`config.mk`:
```
export PLATFORM = sky130hd
export DESIGN_NAME = masked_luminosity_transfer
export DESIGN_NICKNAME = d
export VERILOG_FILES = /design/src/rtl/mlt_pkg.sv /design/src/rtl/masked_luminosity_transfer.sv
export SDC_FILE = /design/constraint.sdc
export NUM_CORES = 2
export LEC_CHECK = 0
export BUFFER_PORTS_ARGS = -buffer_cell sky130_fd_sc_hd__buf_4
export CORE_MARGIN = 2
export CORE_UTILIZATION = 25
export DETAILED_ROUTE_END_ITERATION = 7
export HOLD_SLACK_MARGIN = 0.15
export SYNTH_ARGS = -nofsm -noshare
export SYNTH_HDL_FRONTEND = slang
export SYNTH_SLANG_ARGS = --single-unit
```
`constraint.sdc`:
```
create_clock -name clk -period 9.8 [get_ports clk]
set_clock_uncertainty 0.15 [all_clocks]
set_input_delay 1.96 -clock clk [delete_from_list [all_inputs] [get_ports clk]]
set_output_delay 1.96 -clock clk [all_outputs]
set_load 0.1 [all_outputs]
```
`src/rtl/mlt_pkg.sv`:
```
`timescale 1ns / 1ps
// ----------------------------------------------------------------------------
// mlt_pkg
// shared widths, coefficients, types and the divider step for the
// masked luminosity transfer pipeline
// ----------------------------------------------------------------------------
package mlt_pkg;

    // channel layout
    localparam int CHAN_W   = 8;
    localparam int NUM_CH   = 3;
    localparam int CH_BLUE  = 0;
    localparam int CH_GREEN = 1;
    localparam int CH_RED   = 2;
    localparam int IN_W     = 2 * NUM_CH * CHAN_W;
    localparam int OUT_W    = NUM_CH * CHAN_W;

    // pipeline shape
    localparam int NUM_STAGES = 8;
    localparam int DIV_STAGES = 4;
    localparam int DIV_BITS   = 2;

    // fog luma, floor((30r + 59g + 11b) / 100) via reciprocal multiply
    localparam int FOG_WR    = 30;
    localparam int FOG_WG    = 59;
    localparam int FOG_WB    = 11;
    localparam int FOG_RECIP = 5243;
    localparam int FOG_SHIFT = 19;

    // original luma, (4899r + 9617g + 1868b + 8192) >> 14
    localparam int ORIG_WR    = 4899;
    localparam int ORIG_WG    = 9617;
    localparam int ORIG_WB    = 1868;
    localparam int LUMA_RND   = 8192;
    localparam int LUMA_SHIFT = 14;

    // internal widths
    localparam int SUM_W   = 10;
    localparam int FOGX_W  = 15;
    localparam int ORIGY_W = 22;
    localparam int PROD_W  = 28;
    localparam int CL_W    = 2 * CHAN_W;
    localparam int NUM_W   = CL_W + 1;
    localparam int DIV_W   = CHAN_W + 1;

    typedef logic [CHAN_W-1:0] chan_t;
    typedef chan_t [NUM_CH-1:0] pix_t;
    typedef logic [NUM_W-1:0] num_t;

    // one restoring division step: {quotient bit, new remainder}
    function automatic logic [NUM_W:0] div_step(input num_t rem, input num_t dsh);
        logic ge;
        ge = (rem >= dsh);
        return {ge, ge ? num_t'(rem - dsh) : rem};
    endfunction

endpackage

```
`src/rtl/masked_luminosity_transfer.sv`:
```
`timescale 1ns / 1ps
// ----------------------------------------------------------------------------
// masked_luminosity_transfer
// rescales a fog layer pixel so its luma follows the original pixel, when the
// fog pixel's channel average lies above a programmable threshold
// ----------------------------------------------------------------------------
//  channel   direction  signals                        content
//  s_*       in         s_tvalid s_tready s_tdata      fog b,g,r then orig b,g,r
//  m_*       out        m_tvalid m_tready m_tdata      out b,g,r
//                       m_tuser                        overlay_applied
//  cfg_*     in         cfg_we cfg_wdata               mask_threshold
//
//  eight register stages, one request per clock while m_tready does not stall the output
//  each stage holds its own valid bit and takes new data when it is empty or
//  the next stage moves, so bubbles squeeze out and a stall loses nothing
//  the quotient comes from a two-bit-per-stage restoring divider (four stages)
//  reset clears all valid bits and sets the threshold to zero
// ----------------------------------------------------------------------------
module masked_luminosity_transfer (
    input  logic                       clk,
    input  logic                       rst_n,
    input  logic                       cfg_we,
    input  logic [mlt_pkg::CHAN_W-1:0] cfg_wdata,  // mask_threshold
    input  logic                       s_tvalid,
    output logic                       s_tready,
    // fog_blue, fog_green, fog_red, orig_blue, orig_green, orig_red
    input  logic [mlt_pkg::IN_W-1:0]   s_tdata,
    output logic                       m_tvalid,
    input  logic                       m_tready,
    // out_blue, out_green, out_red
    output logic [mlt_pkg::OUT_W-1:0]  m_tdata,
    // overlay_applied
    output logic [0:0]                 m_tuser
);
    import mlt_pkg::*;

    // control state
    chan_t                   thresh_reg;
    logic [NUM_STAGES-1:0]   valid_reg, valid_next;
    logic [NUM_STAGES:0]     rdy;

    // stage 0: weighted sums and mask decision
    logic [FOGX_W-1:0]       fogx0_reg, fogx0_next;
    chan_t                   luma0_reg, luma0_next;
    logic                    apply0_reg, apply0_next;
    pix_t                    fog0_reg, fog0_next;

    // stage 1: fog luma divisor and channel by luma products
    chan_t                   d1_reg, d1_next;
    logic [NUM_CH-1:0][CL_W-1:0] cl1_reg, cl1_next;
    logic                    apply1_reg;
    pix_t                    fog1_reg;

    // stages 2 to 6: divider, index 0 sets up numerators, 1..4 take quotient bits
    num_t [NUM_CH-1:0]       rem_reg  [DIV_STAGES+1];
    num_t [NUM_CH-1:0]       rem_next [DIV_STAGES+1];
    pix_t                    q_reg    [DIV_STAGES+1];
    pix_t                    q_next   [DIV_STAGES+1];
    logic [NUM_CH-1:0]       sat_reg  [DIV_STAGES+1];
    logic [NUM_CH-1:0]       sat_next;
    logic [DIV_W-1:0]        dv_reg   [DIV_STAGES+1];
    logic [DIV_W-1:0]        dv_next;
    logic                    applyd_reg [DIV_STAGES+1];
    pix_t                    fogd_reg   [DIV_STAGES+1];

    // stage 7: output register
    pix_t                    out_reg, out_next;
    logic                    user_reg, user_next;

    // ready chain, each stage free when empty or when its successor moves
    always_comb
    begin
        rdy[NUM_STAGES] = m_tready;
        for (int k = NUM_STAGES - 1; k >= 0; k--)
        begin
            rdy[k] = !valid_reg[k] || rdy[k+1];
        end
        valid_next[0] = rdy[0] ? s_tvalid : valid_reg[0];
        for (int k = 1; k < NUM_STAGES; k++)
        begin
            valid_next[k] = rdy[k] ? valid_reg[k-1] : valid_reg[k];
        end
    end

    assign s_tready = rdy[0];
    assign m_tvalid = valid_reg[NUM_STAGES-1];
    assign m_tdata  = {out_reg[CH_RED], out_reg[CH_GREEN], out_reg[CH_BLUE]};
    assign m_tuser  = user_reg;

    // stage 0: average test as sum > 3t + 2, both luma sums
    always_comb
    begin
        logic [SUM_W-1:0]   sum;
        logic [SUM_W-1:0]   lim;
        logic [ORIGY_W-1:0] origy;
        pix_t               orig;
        for (int c = 0; c < NUM_CH; c++)
        begin
            fog0_next[c] = s_tdata[c*CHAN_W +: CHAN_W];
            orig[c]      = s_tdata[(NUM_CH + c)*CHAN_W +: CHAN_W];
        end
        sum = SUM_W'(fog0_next[CH_BLUE]) + SUM_W'(fog0_next[CH_GREEN])
            + SUM_W'(fog0_next[CH_RED]);
        lim = SUM_W'(thresh_reg) + SUM_W'({thresh_reg, 1'b0}) + SUM_W'(2);
        apply0_next = (sum > lim);
        fogx0_next = FOGX_W'(FOG_WR) * FOGX_W'(fog0_next[CH_RED])
                   + FOGX_W'(FOG_WG) * FOGX_W'(fog0_next[CH_GREEN])
                   + FOGX_W'(FOG_WB) * FOGX_W'(fog0_next[CH_BLUE]);
        origy = ORIGY_W'(ORIG_WR) * ORIGY_W'(orig[CH_RED])
              + ORIGY_W'(ORIG_WG) * ORIGY_W'(orig[CH_GREEN])
              + ORIGY_W'(ORIG_WB) * ORIGY_W'(orig[CH_BLUE])
              + ORIGY_W'(LUMA_RND);
        luma0_next = origy[LUMA_SHIFT +: CHAN_W];
    end

    // stage 1: divide by 100 through reciprocal, clamp to at least one
    always_comb
    begin
        logic [PROD_W-1:0] prod;
        chan_t             f;
        prod = PROD_W'(fogx0_reg) * PROD_W'(FOG_RECIP);
        f    = prod[FOG_SHIFT +: CHAN_W];
        d1_next = (f == '0) ? CHAN_W'(1) : f;
        for (int c = 0; c < NUM_CH; c++)
        begin
            cl1_next[c] = CL_W'(fog0_reg[c]) * CL_W'(luma0_reg);
        end
    end

    // stage 2: numerator 2cl + d over divisor 2d, quotient of 256 or more saturates
    // stages 3 to 6: two restoring steps each, quotient msb first
    always_comb
    begin
        logic [NUM_W:0] st;
        num_t           r;
        chan_t          q;
        int             b;
        dv_next = {d1_reg, 1'b0};
        for (int c = 0; c < NUM_CH; c++)
        begin
            rem_next[0][c] = {cl1_reg[c], 1'b0} + NUM_W'(d1_reg);
            q_next[0][c]   = '0;
            sat_next[c]    = (rem_next[0][c] >= {d1_reg, {DIV_W{1'b0}}});
        end
        for (int j = 1; j <= DIV_STAGES; j++)
        begin
            for (int c = 0; c < NUM_CH; c++)
            begin
                r = rem_reg[j-1][c];
                q = q_reg[j-1][c];
                for (int s = 0; s < DIV_BITS; s++)
                begin
                    b  = (DIV_STAGES - j) * DIV_BITS + (DIV_BITS - 1 - s);
                    st = div_step(r, NUM_W'(dv_reg[j-1]) << b);
                    q[b] = st[NUM_W];
                    r    = st[NUM_W-1:0];
                end
                rem_next[j][c] = r;
                q_next[j][c]   = q;
            end
        end
    end

    // stage 7: pick scaled, saturated or passed-through channels
    always_comb
    begin
        for (int c = 0; c < NUM_CH; c++)
        begin
            if (!applyd_reg[DIV_STAGES])
            begin
                out_next[c] = fogd_reg[DIV_STAGES][c];
            end
            else if (sat_reg[DIV_STAGES][c])
            begin
                out_next[c] = {CHAN_W{1'b1}};
            end
            else
            begin
                out_next[c] = q_reg[DIV_STAGES][c];
            end
        end
        user_next = applyd_reg[DIV_STAGES];
    end

    // control registers
    always_ff @(posedge clk or negedge rst_n)
    begin
        if (!rst_n)
        begin
            valid_reg  <= '0;
            thresh_reg <= '0;
        end
        else
        begin
            valid_reg <= valid_next;
            if (cfg_we)
            begin
                thresh_reg <= cfg_wdata;
            end
        end
    end

    // payload registers, each stage loads when it is free
    always_ff @(posedge clk)
    begin
        if (rdy[0])
        begin
            fogx0_reg  <= fogx0_next;
            luma0_reg  <= luma0_next;
            apply0_reg <= apply0_next;
            fog0_reg   <= fog0_next;
        end
        if (rdy[1])
        begin
            d1_reg     <= d1_next;
            cl1_reg    <= cl1_next;
            apply1_reg <= apply0_reg;
            fog1_reg   <= fog0_reg;
        end
        if (rdy[2])
        begin
            rem_reg[0]    <= rem_next[0];
            q_reg[0]      <= q_next[0];
            sat_reg[0]    <= sat_next;
            dv_reg[0]     <= dv_next;
            applyd_reg[0] <= apply1_reg;
            fogd_reg[0]   <= fog1_reg;
        end
        for (int j = 1; j <= DIV_STAGES; j++)
        begin
            if (rdy[2+j])
            begin
                rem_reg[j]    <= rem_next[j];
                q_reg[j]      <= q_next[j];
                sat_reg[j]    <= sat_reg[j-1];
                dv_reg[j]     <= dv_reg[j-1];
                applyd_reg[j] <= applyd_reg[j-1];
                fogd_reg[j]   <= fogd_reg[j-1];
            end
        end
        if (rdy[NUM_STAGES-1])
        begin
            out_reg  <= out_next;
            user_reg <= user_next;
        end
    end

endmodule
```
== Yosys cells after proc, flatten, opt, wreduce, memory -nomap -nowiden ==
Memory sizes are Yosys's and may differ from the RTL's.
Index checks and enable logic that the tools add are counted.

* Register bits after elaboration: 170
* Memory bits (writable): 560
* Bits of input ports: 61
* Output and inout bits: 27
* Logic and storage cells: 164
* Memories kept: 6

{| class="wikitable"
|+ Memories
! memory !! words !! width !! read ports !! clocked after Yosys merged registers in !! write ports !! RTL line !! text
|-
| rem_reg || 5 || 51 || 4 || 0 || 5 || masked_luminosity_transfer.sv:55 || <nowiki>num_t [NUM_CH-1:0] rem_reg [DIV_STAGES+1];</nowiki>
|-
| fogd_reg || 5 || 24 || 5 || 0 || 5 || masked_luminosity_transfer.sv:64 || <nowiki>pix_t fogd_reg [DIV_STAGES+1];</nowiki>
|-
| q_reg || 5 || 24 || 5 || 0 || 5 || masked_luminosity_transfer.sv:57 || <nowiki>pix_t q_reg [DIV_STAGES+1];</nowiki>
|-
| dv_reg || 5 || 9 || 4 || 0 || 5 || masked_luminosity_transfer.sv:61 || <nowiki>logic [DIV_W-1:0] dv_reg [DIV_STAGES+1];</nowiki>
|-
| sat_reg || 5 || 3 || 5 || 0 || 5 || masked_luminosity_transfer.sv:59 || <nowiki>logic [NUM_CH-1:0] sat_reg [DIV_STAGES+1];</nowiki>
|-
| applyd_reg || 5 || 1 || 5 || 0 || 5 || masked_luminosity_transfer.sv:63 || <nowiki>logic applyd_reg [DIV_STAGES+1];</nowiki>
|}

* $add $sub $neg: 36
* Multiply operators: 10
* Order comparisons: 28
* Mux-type cells: 40
* Reduce and logical (&&, ||, !) cells: 17

{| class="wikitable"
|+ Operators by type and width
! kind !! number
|-
| two-way mux 17 bit || 24
|-
| adder 17 x 8 -> 17 bit || 3
|-
| greater-or-equal comparator 17 x 10 -> 1 bit || 3
|-
| greater-or-equal comparator 17 x 11 -> 1 bit || 3
|-
| greater-or-equal comparator 17 x 12 -> 1 bit || 3
|-
| greater-or-equal comparator 17 x 13 -> 1 bit || 3
|-
| greater-or-equal comparator 17 x 14 -> 1 bit || 3
|-
| greater-or-equal comparator 17 x 15 -> 1 bit || 3
|-
| greater-or-equal comparator 17 x 16 -> 1 bit || 3
|-
| greater-or-equal comparator 17 bit || 3
|-
| greater-or-equal comparator 17 x 9 -> 1 bit || 3
|-
| subtractor 17 x 10 -> 17 bit || 3
|-
| subtractor 17 x 11 -> 17 bit || 3
|-
| subtractor 17 x 12 -> 17 bit || 3
|-
| subtractor 17 x 13 -> 17 bit || 3
|-
| subtractor 17 x 14 -> 17 bit || 3
|-
| subtractor 17 x 15 -> 17 bit || 3
|-
| subtractor 17 x 16 -> 17 bit || 3
|-
| subtractor 17 x 9 -> 17 bit || 3
|-
| multiplier 8 x 8 -> 16 bit || 3
|-
| two-way mux 8 bit || 6
|-
| multiplier 15 x 13 -> 27 bit (second input constant) || 1
|-
| multiplier 4 x 8 -> 12 bit (first input constant) || 2
|-
| adder 21 x 22 -> 22 bit || 1
|-
| 17 further kinds || 40
|}

== Logic depth before layout (Yosys ltp) ==
* Depth after elaboration: 9
* Depth in mapped cells: 30
* Depth with buffers taken out: 30

== Worst setup path after synthesis ==
No wires, ideal clock.

* Path type: input-to-output
* From: input port m_tready
* To: output port s_tready
* Data arrival time: 6,735 ps
* Required time: 7,690 ps
* Path slack: 955 ps
* Stages on the path: 6
* Buffers on the path: 0
* Path through: nor2b_1 > and2_1 > and3_1 > nand3_1 > inv_1 > nand3_1

* Word-level cells in the longest chain between the ends: 8

{| class="wikitable"
|+ RTL lines
! item !! RTL line !! text
|-
| start, declared || masked_luminosity_transfer.sv:29 || <nowiki>input logic m_tready,</nowiki>
|-
| logical OR 1 bit (6 in series) || masked_luminosity_transfer.sv:76 || <nowiki>rdy[k] = !valid_reg[k] || rdy[k+1];</nowiki>
|-
| net rdy[2] || masked_luminosity_transfer.sv:40 || <nowiki>logic [NUM_STAGES:0] rdy;</nowiki>
|-
| logical OR 1 bit (2 in series) || masked_luminosity_transfer.sv:76 ||
|-
| end, declared || masked_luminosity_transfer.sv:25 || <nowiki>output logic s_tready,</nowiki>
|}

The timed path passes the listed nets, and every way through them passes these cells.

== Final worst setup path ==
* From: input port s_tdata[29] (netlist name)
* To: register luma0_reg[7], data pin

* Word-level cells in the longest chain between the ends: 3

{| class="wikitable"
|+ RTL lines
! item !! RTL line !! text
|-
| start, declared || masked_luminosity_transfer.sv:27 || <nowiki>input logic [mlt_pkg::IN_W-1:0] s_tdata,</nowiki>
|-
| multiplier 9 x 8 -> 17 bit || masked_luminosity_transfer.sv:111 || <nowiki>+ ORIGY_W'(ORIG_WB) * ORIGY_W'(orig[CH_BLUE])</nowiki>
|-
| adder 22 x 19 -> 22 bit || masked_luminosity_transfer.sv:111 ||
|-
| adder 22 x 14 -> 22 bit || masked_luminosity_transfer.sv:112 || <nowiki>+ ORIGY_W'(LUMA_RND);</nowiki>
|-
| net luma0_next[7] || masked_luminosity_transfer.sv:44 || <nowiki>chan_t luma0_reg, luma0_next;</nowiki>
|-
| end signal, assigned || masked_luminosity_transfer.sv:209 || <nowiki>luma0_reg <= luma0_next;</nowiki>
|-
| end, declared || masked_luminosity_transfer.sv:44 ||
|}

The timed path passes the listed nets, and every way through them passes these cells.
A chain may end at the register's enable or synchronous reset.

==> metrics.txt <==
total track usage=0.107; wire length per cell=14.7 um; area growth from synthesis to layout=12.5%; Crit Path Class=in2reg; outcome=complete, no violations; initial drt markers=~1,700; largest net degree at the start of global routing=75; most used cell, CP=ha_1; top post-synthesis cells by area=edfxtp_1 (35%), ha_1 (17%), fa_1 (15%); maximum root-to-sink buffer count=3; CP Launch Type=input pin; placed cells=7,188; clock slew at the register clock pins of the worst setup and hold paths=0.06 ns; most common cell after layout, fill and taps aside=inv_1; hpwl dp=approximately 87 mm; CP Data Arrival Time=8.96 ns; Compound-Gate Fraction of Synth Area=0.0949; first-pass GRT wire length=approximately 180 mm; RSZ-0062 raised after global routing=no; Hold/Removal Path Class=reg2reg; Critical Path Slowest Stage Cell=fa_1; simple-gate portion of the synthesized area=0.104; register area share after synthesis=0.358; initial antenna violation count=4; 1st-pass router iterations=5; Slew @ Worst Pin=1.07 ns; Synth Instances=4,488; cell taking the most area after synthesis=edfxtp_1; final WL=107 mm; Seq cells post-synth=594; PortBufs=between 80 and 90; library cells used by synthesis=between 90 and 100; CTS Hold Buffers Added=0; vias in the first global route=32,800; crit-path max cell delay=0.51 ns; cell row count=163; grt ovf=0; syn nets=5,587; Starting Density=0.251; Setup-failing EPs final=0; Synth top area share=0.350; chip height=449 um; Die W=449 um; proportion of synthesized area in mux cells=0.0211; Post-Place Worst Slack=0.404 ns; gpl congestion=0.835; CP Max Fanout=6; H-tree levels=3; fin crit share=0.892; Synth Cell Area=49,600 um2; relative slew slack=0.283; clk root buf=clkbuf_16; Top FF cell, synth=edfxtp_1; Final ANT Viol Nets=0; Buffers & Inverters on Critical Path=5; Setup Buffers After CTS=0; CTS tree=done; Avg Inst Size Synth=11.0 um2; Clock Latency Late Sink=around 0.65 ns; CTS Sinks=594; Finished Cell Area=55,800 um2; Nets=5,715; commonest non-fill, non-tap cells in the layout=inv_1 (731), ha_1 (677), edfxtp_1 (578); adder-cell share of the synthesized area=0.317; critical path endpoint category=flop; Synth Area in XOR/XNOR=0.0444; DP Area=53,500 um2; CTS Buf Count=66; yosys warns=0; FFs w/ async S/R, synth=0.0269; fin cells=7,309; final worst slack=1.06 ns; # IOs=just under 90; fin. max-slew vios=0; layout cells sized above 1=0.0720; final setup TNS=0 ns; Core ar.=roughly 200,000 um2; main combinational cell family by area after synthesis=adder cells; Hold Vio Cnt, Final=0; Die Area=202,000 um2; critical path's top delay family=adder cells; Crit path required time=10.01 ns; Post-synth EDFFs=approximately 580; Max Cap Viol=0; max FFs per register=196; max frequency=114 MHz; Tmin final=between 8 and 9 ns; DR vias=32,000; Vias/cell=roughly 4.4; DR DRC count=0; post_cts resized=0
[cell families (layout without fill, tap and decap cells)]
family / after synthesis / after routing
xor gates and xnor gates: 251 / 251
adders and majority gates: 1038 / 1038
muxes: 95 / 95
DFF: 594 / 594
AOI/OAI and AO/OA: 740 / 740
other: 0 / 1
and+or+nand+nor: 985 / 985
buffers and inverters: 785 / 965
[per-stage QoR]
| stage | hold WS (ns) | utilization |
|---|---|---|
| detailed placement | 0.255 | 0.271 |
| global placement | 0.250 | 0.271 |
| global route | 0.271 | 0.283 |
| floorplan | 0.250 | - |
| finish | 0.263 | 0.283 |
| CTS | 0.263 | 0.283 |
[routing by layer]
layer	global-route usage	vias to the layer above	share of wire
met5	0	-	0.00018
met3	0.0138	167	0.032
met1	0.142	15500	0.47
met4	0.0316	2	0.028
met2	0.181	509	0.47
li1	-	15800	-
[cell type report]
cell class                 count  area [um2]
antenna                        1        2.50
clock buffer                  78        1740
clock inverter                42         558
fill                       20300      141000
inverter                     736        2760
multi-input combinational   3109       28800
sequential                   594       17800
tap                         2640        3300
timing repair buffer         109         818
[synthesized netlist by cell type, drive strengths merged (19+ instances only)]
cell and instances:
nor3 67, edfxtp 578, a21boi 26, a21o 75
and2 113, xnor2 172, xor2 79, ha 677
fa 361, mux2 68, nand2 247, a21oi 223
mux2i 27, nor2b 67, nand2b 68, nand4 46
nor2 193, nand3 46, o21bai 35, or2 19
nor4 26, o21a 30, inv 735, o22a 24
o21ai 176, clkbuf 33, a211oi 21
[worst paths after layout]
kind	start	to	slack [ns]	cells after the start
setup / recovery	s_tdata[29]	luma0_reg[7]	1.06	30
hold / removal	fogd_reg[1][14]	fogd_reg[2][14]	0.26	0
setup reg to reg	dv_reg[0][11]	rem_reg[0][114]	3.36	19
hold reg to reg	fogd_reg[1][14]	fogd_reg[2][14]	0.26	0
max in group asynchronous	rst_n	valid_reg[2]	8.15	1
min in group asynchronous	rst_n	thresh_reg[4]	1.08	1
Power is not shown: default switching activity piles up to over one toggle a cycle in this logic, so the estimate is an artifact.
